## src/design/wfpr_pkg.sv

```systemverilog
`timescale 1ns / 1ps
// ----------------------------------------------------------------------------
// Window frame pixel role: shared package
// Geometry constants, colour role codes, stage payload types and the helper
// that places the title text box vertically.
// ----------------------------------------------------------------------------
package wfpr_pkg;

   // Coordinate width of pixel positions and window sizes.
   localparam int CoordBits = 12;
   localparam int TitleBits = 5;

   // Frame geometry, all in window-local pixels.
   localparam int Border   = 3;
   localparam int Button   = 14;
   localparam int AreaH    = 18;
   localparam int BarH     = Border + AreaH + 1;
   localparam int BtnY     = Border + (AreaH - Button) / 2;
   localparam int CloseX   = Border + 2;
   localparam int MinX     = CloseX + Button + 3;
   localparam int TextX    = MinX + Button + 6;
   localparam int BtnLast  = Button - 1;

   // Colour roles handed on to the theme palette.
   typedef enum logic [3:0] {
      ROLE_DARK           = 4'd0,
      ROLE_HIGH           = 4'd1,
      ROLE_SHADOW         = 4'd2,
      ROLE_LIGHT          = 4'd3,
      ROLE_BUTTON         = 4'd4,
      ROLE_TITLE_ACTIVE   = 4'd5,
      ROLE_TITLE_INACTIVE = 4'd6,
      ROLE_STRIPE_ACTIVE  = 4'd7,
      ROLE_STRIPE_INACT   = 4'd8,
      ROLE_FACE           = 4'd9
   } role_type;

   // Frame region after the priority decision.
   typedef enum logic [3:0] {
      REG_DARK,
      REG_HIGH,
      REG_SHADOW,
      REG_SEP_HIGH,
      REG_SEP_DARK,
      REG_CLOSE,
      REG_MINIMISE,
      REG_BAR,
      REG_FACE
   } region_type;

   // Compare results of the first stage.
   typedef struct packed {
      logic                  edge_dark;
      logic                  edge_high;
      logic                  edge_shadow;
      logic                  span;
      logic                  row_sep_high;
      logic                  row_sep_dark;
      logic                  in_close;
      logic                  in_minimise;
      logic                  in_bar;
      logic                  text_box;
      logic                  stripe;
      logic                  active;
      logic [3:0]            close_bx;
      logic [3:0]            min_bx;
      logic [3:0]            btn_by;
      logic [CoordBits-1:0]  texel_x;
      logic [TitleBits-1:0]  texel_y;
   } decode_type;

   // Region decision of the second stage.
   typedef struct packed {
      region_type            region;
      logic                  stripe;
      logic                  active;
      logic [3:0]            bx;
      logic [3:0]            by;
      logic                  hit;
      logic [CoordBits-1:0]  texel_x;
      logic [TitleBits-1:0]  texel_y;
   } class_type;

   // Result word.
   typedef struct packed {
      logic [3:0]            color_role;
      logic                  title_hit;
      logic [CoordBits-1:0]  texel_x;
      logic [TitleBits-1:0]  texel_y;
   } result_type;

   // Top row of the title text box: centred in the title area, with the
   // halving rounded toward zero, so tall titles start above the area.
   function automatic logic signed [5:0] title_top(logic [TitleBits-1:0] th);
      logic signed [5:0] diff;
      logic signed [5:0] half;
      diff = 6'(AreaH) - $signed({1'b0, th});
      half = (diff + (diff[5] ? 6'sd1 : 6'sd0)) >>> 1;
      return 6'(6'(Border) + half);
   endfunction

endpackage

```

## src/design/wfpr_if.sv

```systemverilog
`timescale 1ns / 1ps
// ----------------------------------------------------------------------------
// Window frame pixel role: channel interfaces
// Valid/ready channels for the pixel request and the role response.
// ----------------------------------------------------------------------------
interface wfpr_req_if;
   import wfpr_pkg::*;

   logic                  valid;
   logic                  ready;
   logic [CoordBits-1:0]  pixel_x;
   logic [CoordBits-1:0]  pixel_y;
   logic [CoordBits-1:0]  win_width;
   logic [CoordBits-1:0]  win_height;
   logic                  is_active;
   logic [CoordBits-1:0]  title_width;
   logic [TitleBits-1:0]  title_height;

   modport source (output valid, pixel_x, pixel_y, win_width, win_height,
                   is_active, title_width, title_height, input ready);
   modport sink   (input valid, pixel_x, pixel_y, win_width, win_height,
                   is_active, title_width, title_height, output ready);
endinterface

interface wfpr_rsp_if;
   import wfpr_pkg::*;

   logic                  valid;
   logic                  ready;
   logic [3:0]            color_role;
   logic                  title_hit;
   logic [CoordBits-1:0]  texel_x;
   logic [TitleBits-1:0]  texel_y;

   modport source (output valid, color_role, title_hit, texel_x, texel_y,
                   input ready);
   modport sink   (input valid, color_role, title_hit, texel_x, texel_y,
                   output ready);
endinterface

```

## src/design/wfpr_decode.sv

```systemverilog
`timescale 1ns / 1ps
// ----------------------------------------------------------------------------
// Window frame pixel role: decode stage
// Runs every coordinate compare of the frame geometry and registers the
// flags together with the button and texel offsets.
// ----------------------------------------------------------------------------
module wfpr_decode (
   input  logic                           clock,
   input  logic                           reset,
   input  logic                           in_valid,
   output logic                           in_ready,
   input  logic [wfpr_pkg::CoordBits-1:0] pixel_x,
   input  logic [wfpr_pkg::CoordBits-1:0] pixel_y,
   input  logic [wfpr_pkg::CoordBits-1:0] win_width,
   input  logic [wfpr_pkg::CoordBits-1:0] win_height,
   input  logic                           is_active,
   input  logic [wfpr_pkg::CoordBits-1:0] title_width,
   input  logic [wfpr_pkg::TitleBits-1:0] title_height,
   output logic                           out_valid,
   input  logic                           out_ready,
   output wfpr_pkg::decode_type           out_data
);
   import wfpr_pkg::*;

   localparam int W = CoordBits + 1;
   localparam int S = CoordBits + 2;

   logic                 valid_ff, valid_in;
   decode_type           data_ff, data_in;
   logic [W-1:0]         x_w, y_w, w_w, h_w, tw_w;
   logic signed [5:0]    ty;
   logic signed [S-1:0]  y_s, ty_s, tb_s;
   logic [CoordBits-1:0] x_off_text;

   // Widened copies so that sums and window sizes compare without wrap.
   assign x_w  = {1'b0, pixel_x};
   assign y_w  = {1'b0, pixel_y};
   assign w_w  = {1'b0, win_width};
   assign h_w  = {1'b0, win_height};
   assign tw_w = {1'b0, title_width};

   // Vertical extent of the title text box, signed because its top may
   // lie above row zero.
   assign ty   = title_top(title_height);
   assign y_s  = $signed({2'b00, pixel_y});
   assign ty_s = S'(ty);
   assign tb_s = ty_s + $signed(S'({1'b0, title_height}));
   assign x_off_text = pixel_x - CoordBits'(TextX);

   // Geometry compares.
   always_comb begin
      data_in.edge_dark    = (pixel_x == '0) || (pixel_y == '0) ||
                             (x_w + W'(1) == w_w) || (y_w + W'(1) == h_w);
      data_in.edge_high    = (pixel_x == CoordBits'(1)) || (pixel_y == CoordBits'(1));
      data_in.edge_shadow  = (x_w + W'(2) == w_w) || (y_w + W'(2) == h_w);
      data_in.span         = (pixel_x >= CoordBits'(Border)) &&
                             (x_w + W'(Border) < w_w);
      data_in.row_sep_high = (pixel_y == CoordBits'(BarH - 2));
      data_in.row_sep_dark = (pixel_y == CoordBits'(BarH - 1));
      data_in.in_close     = (pixel_x >= CoordBits'(CloseX)) &&
                             (pixel_x <  CoordBits'(CloseX + Button)) &&
                             (pixel_y >= CoordBits'(BtnY)) &&
                             (pixel_y <  CoordBits'(BtnY + Button));
      data_in.in_minimise  = (pixel_x >= CoordBits'(MinX)) &&
                             (pixel_x <  CoordBits'(MinX + Button)) &&
                             (pixel_y >= CoordBits'(BtnY)) &&
                             (pixel_y <  CoordBits'(BtnY + Button));
      data_in.in_bar       = (pixel_y >= CoordBits'(Border)) &&
                             (pixel_y <  CoordBits'(BarH - 1));
      data_in.text_box     = (title_width != '0) && (title_height != '0) &&
                             (pixel_x >= CoordBits'(TextX)) &&
                             (x_w < W'(TextX) + tw_w) &&
                             (y_s >= ty_s) && (y_s < tb_s);
      // Stripes fall on every fourth column, one past the border.
      data_in.stripe       = (pixel_x[1:0] == 2'b00);
      data_in.active       = is_active;
      data_in.close_bx     = 4'(pixel_x - CoordBits'(CloseX));
      data_in.min_bx       = 4'(pixel_x - CoordBits'(MinX));
      data_in.btn_by       = 4'(pixel_y - CoordBits'(BtnY));
      data_in.texel_x      = x_off_text;
      data_in.texel_y      = TitleBits'(y_s - ty_s);
   end

   // Stage register with back-pressure.
   assign in_ready = !valid_ff || out_ready;
   assign valid_in = in_ready ? in_valid : valid_ff;

   always_ff @(posedge clock) begin
      if (reset) begin
         valid_ff <= 1'b0;
      end else begin
         valid_ff <= valid_in;
      end
   end

   always_ff @(posedge clock) begin
      if (in_valid && in_ready) begin
         data_ff <= data_in;
      end
   end

   assign out_valid = valid_ff;
   assign out_data  = data_ff;

endmodule

```

## src/design/wfpr_classify.sv

```systemverilog
`timescale 1ns / 1ps
// ----------------------------------------------------------------------------
// Window frame pixel role: classify stage
// Resolves the compare flags in frame priority order into one region and
// gates the title hit and texel coordinates.
// ----------------------------------------------------------------------------
module wfpr_classify (
   input  logic                  clock,
   input  logic                  reset,
   input  logic                  in_valid,
   output logic                  in_ready,
   input  wfpr_pkg::decode_type  in_data,
   output logic                  out_valid,
   input  logic                  out_ready,
   output wfpr_pkg::class_type   out_data
);
   import wfpr_pkg::*;

   logic       valid_ff, valid_in;
   class_type  data_ff, data_in;
   region_type region;
   logic       hit;

   // Edges first, then separators, buttons and the title bar.
   always_comb begin
      if (in_data.edge_dark) begin
         region = REG_DARK;
      end else if (in_data.edge_high) begin
         region = REG_HIGH;
      end else if (in_data.edge_shadow) begin
         region = REG_SHADOW;
      end else if (in_data.row_sep_high && in_data.span) begin
         region = REG_SEP_HIGH;
      end else if (in_data.row_sep_dark && in_data.span) begin
         region = REG_SEP_DARK;
      end else if (in_data.in_close) begin
         region = REG_CLOSE;
      end else if (in_data.in_minimise) begin
         region = REG_MINIMISE;
      end else if (in_data.in_bar && in_data.span) begin
         region = REG_BAR;
      end else begin
         region = REG_FACE;
      end
   end

   // Title hit only counts in the plain title bar.
   assign hit = (region == REG_BAR) && in_data.text_box;

   always_comb begin
      data_in.region  = region;
      data_in.stripe  = in_data.stripe;
      data_in.active  = in_data.active;
      data_in.bx      = in_data.in_close ? in_data.close_bx : in_data.min_bx;
      data_in.by      = in_data.btn_by;
      data_in.hit     = hit;
      data_in.texel_x = hit ? in_data.texel_x : '0;
      data_in.texel_y = hit ? in_data.texel_y : '0;
   end

   // Stage register with back-pressure.
   assign in_ready = !valid_ff || out_ready;
   assign valid_in = in_ready ? in_valid : valid_ff;

   always_ff @(posedge clock) begin
      if (reset) begin
         valid_ff <= 1'b0;
      end else begin
         valid_ff <= valid_in;
      end
   end

   always_ff @(posedge clock) begin
      if (in_valid && in_ready) begin
         data_ff <= data_in;
      end
   end

   assign out_valid = valid_ff;
   assign out_data  = data_ff;

endmodule

```

## src/design/wfpr_shade.sv

```systemverilog
`timescale 1ns / 1ps
// ----------------------------------------------------------------------------
// Window frame pixel role: shade stage
// Draws the button bevels and glyphs and the title stripes, then holds the
// result word in the output register.
// ----------------------------------------------------------------------------
module wfpr_shade (
   input  logic                  clock,
   input  logic                  reset,
   input  logic                  in_valid,
   output logic                  in_ready,
   input  wfpr_pkg::class_type   in_data,
   output logic                  out_valid,
   input  logic                  out_ready,
   output wfpr_pkg::result_type  out_data
);
   import wfpr_pkg::*;

   logic       valid_ff, valid_in;
   result_type data_ff, data_in;
   logic       bevel_hit;
   role_type   bevel_role, role;
   logic       glyph_cols, close_glyph, min_glyph;
   logic [3:0] bx, by;

   assign bx = in_data.bx;
   assign by = in_data.by;

   // Two-pixel bevel round each button: light on top and left.
   always_comb begin
      bevel_hit  = 1'b1;
      bevel_role = ROLE_BUTTON;
      if (bx == 4'd0 || by == 4'd0) begin
         bevel_role = ROLE_HIGH;
      end else if (bx == 4'd1 || by == 4'd1) begin
         bevel_role = ROLE_LIGHT;
      end else if (bx == 4'(BtnLast) || by == 4'(BtnLast)) begin
         bevel_role = ROLE_DARK;
      end else if (bx == 4'(BtnLast - 1) || by == 4'(BtnLast - 1)) begin
         bevel_role = ROLE_SHADOW;
      end else begin
         bevel_hit = 1'b0;
      end
   end

   // Glyphs: an X on the close button, a two-row bar on the minimise one.
   assign glyph_cols  = (bx >= 4'd4) && (bx <= 4'(BtnLast - 4));
   assign close_glyph = glyph_cols &&
                        ((bx == by) || (bx == 4'(4'(BtnLast) - by)));
   assign min_glyph   = glyph_cols && (by >= 4'(BtnLast - 4)) &&
                        (by <= 4'(BtnLast - 3));

   always_comb begin
      unique case (in_data.region)
         REG_DARK, REG_SEP_DARK: role = ROLE_DARK;
         REG_HIGH, REG_SEP_HIGH: role = ROLE_HIGH;
         REG_SHADOW:             role = ROLE_SHADOW;
         REG_CLOSE: begin
            if (bevel_hit)        role = bevel_role;
            else if (close_glyph) role = ROLE_DARK;
            else                  role = ROLE_BUTTON;
         end
         REG_MINIMISE: begin
            if (bevel_hit)        role = bevel_role;
            else if (min_glyph)   role = ROLE_DARK;
            else                  role = ROLE_BUTTON;
         end
         REG_BAR: begin
            if (in_data.stripe)
               role = in_data.active ? ROLE_STRIPE_ACTIVE : ROLE_STRIPE_INACT;
            else
               role = in_data.active ? ROLE_TITLE_ACTIVE : ROLE_TITLE_INACTIVE;
         end
         default:                role = ROLE_FACE;
      endcase
   end

   always_comb begin
      data_in.color_role = role;
      data_in.title_hit  = in_data.hit;
      data_in.texel_x    = in_data.texel_x;
      data_in.texel_y    = in_data.texel_y;
   end

   // Output register with back-pressure.
   assign in_ready = !valid_ff || out_ready;
   assign valid_in = in_ready ? in_valid : valid_ff;

   always_ff @(posedge clock) begin
      if (reset) begin
         valid_ff <= 1'b0;
      end else begin
         valid_ff <= valid_in;
      end
   end

   always_ff @(posedge clock) begin
      if (in_valid && in_ready) begin
         data_ff <= data_in;
      end
   end

   assign out_valid = valid_ff;
   assign out_data  = data_ff;

endmodule

```

## src/design/window_frame_pixel_role.sv

```systemverilog
`timescale 1ns / 1ps
// ----------------------------------------------------------------------------
// Window frame pixel role
// Classifies one window-local pixel into a frame colour role and reports
// title text box hits with texel coordinates.
//
//   channel   dir  word
//   req_port  in   pixel_x, pixel_y, win_width, win_height, is_active,
//                  title_width, title_height
//   rsp_port  out  color_role, title_hit, texel_x, texel_y
//
// One word is taken every clock unless a response stall holds the decode stage;
// each word passes through the decode, classify and shade registers.
// Reset clears the valid bit of every stage; payload registers are not reset.
// A stall on the response side holds each full stage in place, while empty
// stages ahead of it keep filling, so no word is lost or repeated.
// ----------------------------------------------------------------------------
module window_frame_pixel_role (
   input  logic        clock,
   input  logic        reset,
   wfpr_req_if.sink    req_port,
   wfpr_rsp_if.source  rsp_port
);
   import wfpr_pkg::*;

   logic       dec_valid, dec_ready;
   decode_type dec_data;
   logic       cls_valid, cls_ready;
   class_type  cls_data;
   result_type rsp_data;

   // Geometry compares.
   wfpr_decode u_decode (
      .clock        (clock),
      .reset        (reset),
      .in_valid     (req_port.valid),
      .in_ready     (req_port.ready),
      .pixel_x      (req_port.pixel_x),
      .pixel_y      (req_port.pixel_y),
      .win_width    (req_port.win_width),
      .win_height   (req_port.win_height),
      .is_active    (req_port.is_active),
      .title_width  (req_port.title_width),
      .title_height (req_port.title_height),
      .out_valid    (dec_valid),
      .out_ready    (dec_ready),
      .out_data     (dec_data)
   );

   // Priority decision.
   wfpr_classify u_classify (
      .clock     (clock),
      .reset     (reset),
      .in_valid  (dec_valid),
      .in_ready  (dec_ready),
      .in_data   (dec_data),
      .out_valid (cls_valid),
      .out_ready (cls_ready),
      .out_data  (cls_data)
   );

   // Button drawing, stripes and output register.
   wfpr_shade u_shade (
      .clock     (clock),
      .reset     (reset),
      .in_valid  (cls_valid),
      .in_ready  (cls_ready),
      .in_data   (cls_data),
      .out_valid (rsp_port.valid),
      .out_ready (rsp_port.ready),
      .out_data  (rsp_data)
   );

   assign rsp_port.color_role = rsp_data.color_role;
   assign rsp_port.title_hit  = rsp_data.title_hit;
   assign rsp_port.texel_x    = rsp_data.texel_x;
   assign rsp_port.texel_y    = rsp_data.texel_y;

endmodule

```

## src/flat_wrapper.sv

```systemverilog
// flat-port wrapper written by rule: the top's interface ports become plain ports
module window_frame_pixel_role_flat import wfpr_pkg::*;
  (clock, reset, req_port_valid, req_port_pixel_x, req_port_pixel_y, req_port_win_width, req_port_win_height, req_port_is_active, req_port_title_width, req_port_title_height, req_port_ready, rsp_port_valid, rsp_port_color_role, rsp_port_title_hit, rsp_port_texel_x, rsp_port_texel_y, rsp_port_ready);
  wfpr_req_if req_port_i ();
  wfpr_rsp_if rsp_port_i ();
  input  logic clock;
  input  logic reset;
  input wire logic [$bits(req_port_i.valid)-1:0] req_port_valid;
  input wire logic [$bits(req_port_i.pixel_x)-1:0] req_port_pixel_x;
  input wire logic [$bits(req_port_i.pixel_y)-1:0] req_port_pixel_y;
  input wire logic [$bits(req_port_i.win_width)-1:0] req_port_win_width;
  input wire logic [$bits(req_port_i.win_height)-1:0] req_port_win_height;
  input wire logic [$bits(req_port_i.is_active)-1:0] req_port_is_active;
  input wire logic [$bits(req_port_i.title_width)-1:0] req_port_title_width;
  input wire logic [$bits(req_port_i.title_height)-1:0] req_port_title_height;
  output wire logic [$bits(req_port_i.ready)-1:0] req_port_ready;
  output wire logic [$bits(rsp_port_i.valid)-1:0] rsp_port_valid;
  output wire logic [$bits(rsp_port_i.color_role)-1:0] rsp_port_color_role;
  output wire logic [$bits(rsp_port_i.title_hit)-1:0] rsp_port_title_hit;
  output wire logic [$bits(rsp_port_i.texel_x)-1:0] rsp_port_texel_x;
  output wire logic [$bits(rsp_port_i.texel_y)-1:0] rsp_port_texel_y;
  input wire logic [$bits(rsp_port_i.ready)-1:0] rsp_port_ready;
  assign req_port_i.valid = req_port_valid;
  assign req_port_i.pixel_x = req_port_pixel_x;
  assign req_port_i.pixel_y = req_port_pixel_y;
  assign req_port_i.win_width = req_port_win_width;
  assign req_port_i.win_height = req_port_win_height;
  assign req_port_i.is_active = req_port_is_active;
  assign req_port_i.title_width = req_port_title_width;
  assign req_port_i.title_height = req_port_title_height;
  assign req_port_ready = req_port_i.ready;
  assign rsp_port_valid = rsp_port_i.valid;
  assign rsp_port_color_role = rsp_port_i.color_role;
  assign rsp_port_title_hit = rsp_port_i.title_hit;
  assign rsp_port_texel_x = rsp_port_i.texel_x;
  assign rsp_port_texel_y = rsp_port_i.texel_y;
  assign rsp_port_i.ready = rsp_port_ready;
  window_frame_pixel_role u_core (.clock(clock), .reset(reset), .req_port(req_port_i), .rsp_port(rsp_port_i));
endmodule
```

## config.mk

```make
export PLATFORM = sky130hd
export DESIGN_NAME = window_frame_pixel_role_flat
export DESIGN_NICKNAME = d
export VERILOG_FILES = /design/src/design/wfpr_pkg.sv /design/src/design/wfpr_if.sv /design/src/design/wfpr_decode.sv /design/src/design/wfpr_classify.sv /design/src/design/wfpr_shade.sv /design/src/design/window_frame_pixel_role.sv /design/src/flat_wrapper.sv
export SDC_FILE = /design/constraint.sdc
export NUM_CORES = 1
export LEC_CHECK = 0
export BUFFER_PORTS_ARGS = -buffer_cell sky130_fd_sc_hd__buf_2
export CORE_ASPECT_RATIO = 0.6
export CORE_MARGIN = 10
export CORE_UTILIZATION = 40
export DETAILED_ROUTE_END_ITERATION = 8
export SLEW_MARGIN = 20
export SYNTH_ARGS = -nofsm -noshare
export SYNTH_HDL_FRONTEND = slang
export SYNTH_SLANG_ARGS = --single-unit
```

## constraint.sdc

```tcl
create_clock -name clock -period 4.5 [get_ports clock]
set_input_delay 0.45 -clock clock [delete_from_list [all_inputs] [get_ports clock]]
set_output_delay 0.45 -clock clock [all_outputs]
set_load 0.03 [all_outputs]
```

==> results.ini, run 1 <==
[logic_synthesis]
synth.avg_cell_area_um2 = 9.66
synth-adder-area-share_pct = 11.1
syn-num-nets = 872
ys_seq_area_share_pct = 39.9
synthCells = 740
synth_ff_type = edfxtp_1
synthMuxAreaShare_pct = 1.49
netlist_area_mm2 = 0.00715
synth_top_family_by_area = simple AND/OR/NAND/NOR gates
yosys.area_share.simple_pct = 18.4
synth_compound_area_share_pct = 14.1
async_flop_share_pct = 0
synth_edf_count = 93
synth-xor-area-share_pct = 10.5
synth_cell_types = 68
synth.ff_latch_count = 96
ys.warnings.count = 0

[final_layout]
syn_to_final_growth_pct = 14.0
n_antenna_cell = 0
final_cells = 1055
drive_above_1_share_pct = 15.6
finalNetCount = 948
final_area_mm2 = 0.00815
nFillCells = 1695
final_util_pct = 47.0

[global_route]
antenna_found_initial = 0
grt_max_degree = 40
grt_usage_pct = 14.5
grt.overflow.total = 0
grt_pass1_wl_um = 27800
grt_pass1_vias = 5165

[sta]
setup_violations = 0
finalMaxSlewViolations = 0
setup_ws_ns = 0.434
hold_ws_ns = 0.287
finalCritPeriodShare_pct = 90.4
rsz0062_at_grt = no
skew_ns = 0.0104
setup-tns-final_ns = 0
tightest_slew_ns = 1.05
relSlewSlack_pct = 29.6
hold_violations = 0
min_period_ns = 4.07
max_freq_mhz = 246

[clock_network]
htreeDepth = 3
cts.sinks = 96
clockRootBuffer = clkbuf_16
clkTransAtPathRegs_ns = 0.08
insertion_delay_ns = 0.34
cts_tree = yes
holdBufCountCts = 0
post_cts_resized = 0
clk_path_buf_depth = 2
cts_setup_buffers = 0
numCtsBuffers = 9

[power_and_ir_drop]
combinationalPowerShare_pct = 24.3
switching_power_mw = 0.737
p_per_area_mw_per_mm2 = 307
vdd_drop_max_mv = 0.160
clockPowerShare_pct = 32.2
p_leak_nw = 3.17
switching_share_pct = 29.5
p_int_mw = 1.76
p_total_mw = 2.50
sequentialPowerShare_pct = 43.5

[placed_design]
pre_cts_ws_ns = 0.173
portBuffers = 93
placed_cell_area_mm2 = 0.00782
finalWeightedCongestion = 0.895
dp_cells = 1039
dp_hpwl_um = 13600

[worst_setup_path]
critPathSlowestCell = ha_1
endpoint_kind = flip-flop
crit_top_cell = ha_1
cp.required_ns = 4.64
path_buf_inv = 4
cp_top_family = adder cells
slowest_delay_ns = 0.34
path_class = primary input to flip-flop
crit_chain = buf_2 > inv_1 > ha_1 > inv_1 > ha_1 > xor2_1 > xnor2_1 > ha_1 > inv_1 > ha_1 > a21o_1 > a21oi_1 > o21bai_1 > a21oi_1 > xor2_1 > ha_1 > a311oi_1 > nand3_1 > a21oi_1 > o211ai_1 > nor4_1
cp.arrival_ns = 4.21
start_kind = primary input
crit_fanout = 8

[floorplanning]
fp-row-count = 37
die_area_mm2 = 0.0238
chipWidth_um = 193
die_h_um = 124
boundaryPins = 94
start_util_pct = 41.3
core_mm2 = 0.0173

[routing]
routed-wl-met3_um = 1540
ant_nets = 0
drt-total-wl_um = 17300
route.detailed.drc = 0
drt-met1-wl_um = 9340
vias_per_cell = 5.28
vias = 5566
top_layer = met4
drtIter0Drc = 482
post_drt_wl_per_cell_um = 16.4
wl_met2_um = 6260
firstDrtPassIters = 6

[job]
cap_violations = 0

[run_status]
outcome = completed

[hold_path]
min_path_type = primary input to flip-flop

==> cell type report <==
type | instances | area, um^2 | area share (%)
multi-input cells | 565 | 4010 | 49.2
flip-flops and latches | 96 | 2850 | 35.0
repair buffers | 97 | 495 | 6.08
well taps | 234 | 293 | 3.59
clock buffers | 9 | 225 | 2.76
inverters | 47 | 176 | 2.17
clock inverters | 7 | 97.6 | 1.20
==> Yosys cell counts, types with 3 or more instances <==
cell,instances,share of area (%)
mux2i_1,5,0.70
o21ai_1,4,0.28
a21oi_1,46,3.2
or3_1,4,0.35
a22oi_1,4,0.42
nor3_1,23,1.6
buf_2,13,0.91
xnor2_1,46,5.6
dfxtp_1,3,0.84
buf_1,4,0.21
o31ai_1,6,0.63
xor2_1,40,4.9
ha_1,60,11
inv_1,47,2.5
nand2_1,49,2.6
o21a_1,4,0.42
nand3_1,23,1.6
and3_1,7,0.61
a211oi_1,5,0.53
nand4_1,10,0.88
and2_1,27,2.4
a21o_1,9,0.95
nor2_1,43,2.3
clkbuf_1,13,0.68
a31oi_1,12,1.1
o21ai_0,39,2.7
nor3b_1,4,0.42
edfxtp_1,93,39
o211ai_1,6,0.63
nor2b_1,8,0.70
nor4_1,14,1.2
mux2_2,5,0.79
and4_1,3,0.37
o21bai_1,3,0.32
nand2b_1,13,1.1
==> worst paths after layout <==
path | from | endpoint | slack (ns) | cells after the start
max | req_port_title_height[0] | u_core.u_decode.out_data[31]$_DFFE_PP_ | 0.43 | 21
min | reset | u_core.u_decode.out_valid$_SDFFE_PP0N_ | 0.29 | 2
max reg2reg | u_core.u_decode.out_data[34]$_DFFE_PP_ | u_core.u_classify.out_data[3]$_SDFFCE_PN0P_ | 2.57 | 4
min reg2reg | u_core.u_decode.out_data[30]$_DFFE_PP_ | u_core.u_classify.out_data[27]$_DFFE_PP_ | 0.41 | 0
==> placed cells by master (no fill, tap or decap), types with 6 or more instances in the layout <==
cell,instances
buf_2,93
edfxtp_1,93
ha_1,60
nand2_1,49
inv_1,47
xnor2_1,46
a21oi_1,46
nor2_1,43
xor2_1,40
o21ai_0,39
and2_1,27
nor3_1,23
nand3_1,23
nor4_1,14
nand2b_1,13
a31oi_1,11
nand4_1,10
a21o_1,9
clkbuf_16,9
nor2b_1,7
and3_1,7
o211ai_1,6
o31ai_1,6
==> layer usage <==
metal  GRT usage (%)  up-vias
met5               0        -
met4            3.33        0
met3            3.91       11
met2            18.2      198
met1            23.1     2514
li1                -     2843
==> power groups by stage <==
stage / Sequential, mW / Combinational [mW] / Clock [mW]
finish: 1.09 / 0.608 / 0.805
detailed placement: 1.11 / 0.601 / 0
CTS: 1.09 / 0.606 / 0.833
global placement: 1.11 / 0.602 / 0
floorplan: 1.10 / 0.431 / 0
global route: 1.09 / 0.691 / 0.874
==> sequential cells by signal (all words and copies together) (netlist names) <==
name,cells
u_core.u_decode.out_data,39
u_core.u_classify.out_data,32
u_core.u_shade.out_data,22
u_core.u_classify.out_valid,1
u_core.u_decode.out_valid,1
u_core.u_shade.out_valid,1
==> kinds of logic (layout without fill, tap and decap cells) <==
| kind of cell | count (synthesis) | count (layout) |
|---|---|---|
| AOI/OAI and AO/OA | 161 | 161 |
| and+or+nand+nor | 246 | 246 |
| buffers and inverters | 79 | 160 |
| xor gates and xnor gates | 86 | 86 |
| adders and majority gates | 62 | 62 |
| DFF | 96 | 96 |
| muxes | 10 | 10 |
(Power assumes the default switching activity.)
==> run 2, diff against run 1 <==
Settings changed: ABC_CLOCK_PERIOD_IN_PS from default to 4500, CORE_MARGIN 10 to 1.5, CTS_BUF_LIST from default to sky130_fd_sc_hd__clkbuf_8.
==> run 2 against run 1 <==
Compared with the run above: global-route usage rose by 3.7 points; via count rose by 1.3%; utilization fell by 0.69 points; die area fell by 21%; total power fell by 10%; worst setup slack improved by 0.077 ns.
==> results.ini, run 2 (same netlist as run 1, synthesis figures left out) <==
[floorplanning]
die_area_mm2 = 0.0187  ; -21%
start_util_pct = 41.3  ; unchanged
core_mm2 = 0.0173  ; unchanged
boundaryPins = 94  ; unchanged
fp-row-count = 37  ; unchanged
die_h_um = 107  ; -14%
chipWidth_um = 176  ; -8.8%

[sta]
tightest_slew_ns = 1.01  ; -0.0449 ns
rsz0062_at_grt = no
finalCritPeriodShare_pct = 88.7  ; -1.7 points
hold_violations = 0  ; unchanged
hold_ws_ns = 0.261  ; -0.0259 ns
max_freq_mhz = 251  ; +1.9%
setup_violations = 0  ; unchanged
finalMaxSlewViolations = 0  ; unchanged
setup-tns-final_ns = 0  ; unchanged
min_period_ns = 3.99  ; -0.0767 ns
relSlewSlack_pct = 32.6  ; +3.0 points
skew_ns = 0.0142  ; +0.00380 ns

[job]
cap_violations = 0  ; unchanged

[placed_design]
finalWeightedCongestion = 0.897  ; +0.29%
placed_cell_area_mm2 = 0.00783  ; about the same
portBuffers = 93  ; unchanged
dp_cells = 1040  ; +0.096%
dp_hpwl_um = 12900  ; -5.3%

[clock_network]
cts_tree = yes
cts_setup_buffers = 0  ; unchanged
holdBufCountCts = 0  ; unchanged
numCtsBuffers = 9  ; unchanged
insertion_delay_ns = 0.36  ; +0.02 ns
clkTransAtPathRegs_ns = 0.10  ; +0.02 ns
clockRootBuffer = clkbuf_8
clk_path_buf_depth = 2  ; unchanged
post_cts_resized = 0  ; unchanged
htreeDepth = 3  ; unchanged
cts.sinks = 96  ; unchanged

[worst_setup_path]
crit_fanout = 6  ; -2
cp.required_ns = 4.66  ; +0.02 ns
cp.arrival_ns = 4.15  ; -0.06 ns
path_class = primary input to flip-flop
endpoint_kind = flip-flop
start_kind = primary input

[final_layout]
finalNetCount = 949  ; +0.11%
syn_to_final_growth_pct = 12.3
n_antenna_cell = 0  ; unchanged
drive_above_1_share_pct = 15.7  ; +0.10 points
mostFrequentLayoutCells = buf_2 (93), edfxtp_1 (93), ha_1 (60)
largest_reg_flops = 39  ; unchanged
final_cells = 1056  ; +0.095%
final_area_mm2 = 0.00803  ; -1.5%

[routing]
ant_nets = 0  ; unchanged
post_drt_wl_per_cell_um = 15.5  ; -5.2%
route.detailed.drc = 0  ; unchanged
firstDrtPassIters = 5  ; -1
drtIter0Drc = 445  ; -7.7%
drt-total-wl_um = 16400  ; -5.1%
vias_per_cell = 5.34  ; +1.2%
vias = 5640  ; +1.3%

[global_route]
grt_max_degree = 40  ; unchanged
antenna_found_initial = 0  ; unchanged
grt.overflow.total = 0  ; unchanged
grt_pass1_wl_um = 27100  ; -2.5%
grt_usage_pct = 18.2  ; +3.7 points
grt_pass1_vias = 5133  ; -0.62%

[power_and_ir_drop]
vdd_drop_max_mv = 0.127  ; -20%
p_leak_nw = 3.11  ; -1.9%
p_per_area_mw_per_mm2 = 279  ; -9.0%

[run_status]
outcome = completed

[hold_path]
min_path_type = primary input to flip-flop

-- run 2: where the power goes --
group          leakage [nW]  internal, mW  switching, mW  total (mW)
sequential            0.856          1.06         0.0287        1.09
clock                0.0931         0.217          0.327       0.544
combinational          2.16         0.254          0.356       0.610
total                  3.11          1.53          0.712        2.24
-- run 2: worst paths after layout --
path,startpoint,end,slack (ns),depth (start not counted)
worst max-delay path,req_port_title_height[1],u_core.u_decode.out_data[31]$_DFFE_PP_,0.51,20
worst min-delay path,reset,u_core.u_decode.out_valid$_SDFFE_PP0N_,0.26,2
worst max register to register,u_core.u_classify.out_data[19]$_DFFE_PP_,u_core.u_shade.out_data[20]$_DFFE_PP_,2.60,7
worst min register to register,u_core.u_classify.out_data[2]$_SDFFCE_PN0P_,u_core.u_shade.out_data[2]$_DFFE_PP_,0.42,0
-- run 2: final cells by class --
| class | instances | area (um^2) |
|---|---|---|
| fillers | 1683 | 9290 |
| multi-input cells | 565 | 4010 |
| flip-flops and latches | 96 | 2850 |
| repair buffers | 98 | 503 |
| well taps | 234 | 293 |
| inverters | 47 | 176 |
| clock buffers | 9 | 124 |
| clock inverters | 7 | 71.3 |
-- run 2: worst max-delay path, cell delays in order --
cell	delay [ns]
buf_2	0.15
inv_1	0.07
ha_1	0.32
inv_1	0.08
ha_1	0.21
nand4b_1	0.11
a31oi_1	0.17
a41oi_1	0.09
xnor2_1	0.35
nand3b_1	0.18
xor2_1	0.17
ha_1	0.33
or3_1	0.34
nand2_1	0.08
ha_1	0.24
a21oi_1	0.14
o21ai_0	0.12
nand3_1	0.10
o211ai_1	0.10
nor4_1	0.34
-- run 2: through the flow --
step                      power, mW  utilization, %  setup slack (ns)
final                          2.24            46.4             0.510
after global routing           2.39            46.4             0.124
after CTS                      2.26            46.3             0.550
after detailed placement       1.71            45.2             0.174
after global placement         1.71            45.2             0.396
after floorplan                1.53               -             0.671
-- run 2: metal layers --
metal	global-route usage [%]	part of all wire, %	vias up
met2	24.0	36	212
met4	4.03	0.85	0
li1	-	-	2846
met3	2.40	7.9	11
met1	30.3	55	2571
met5	0	0	-
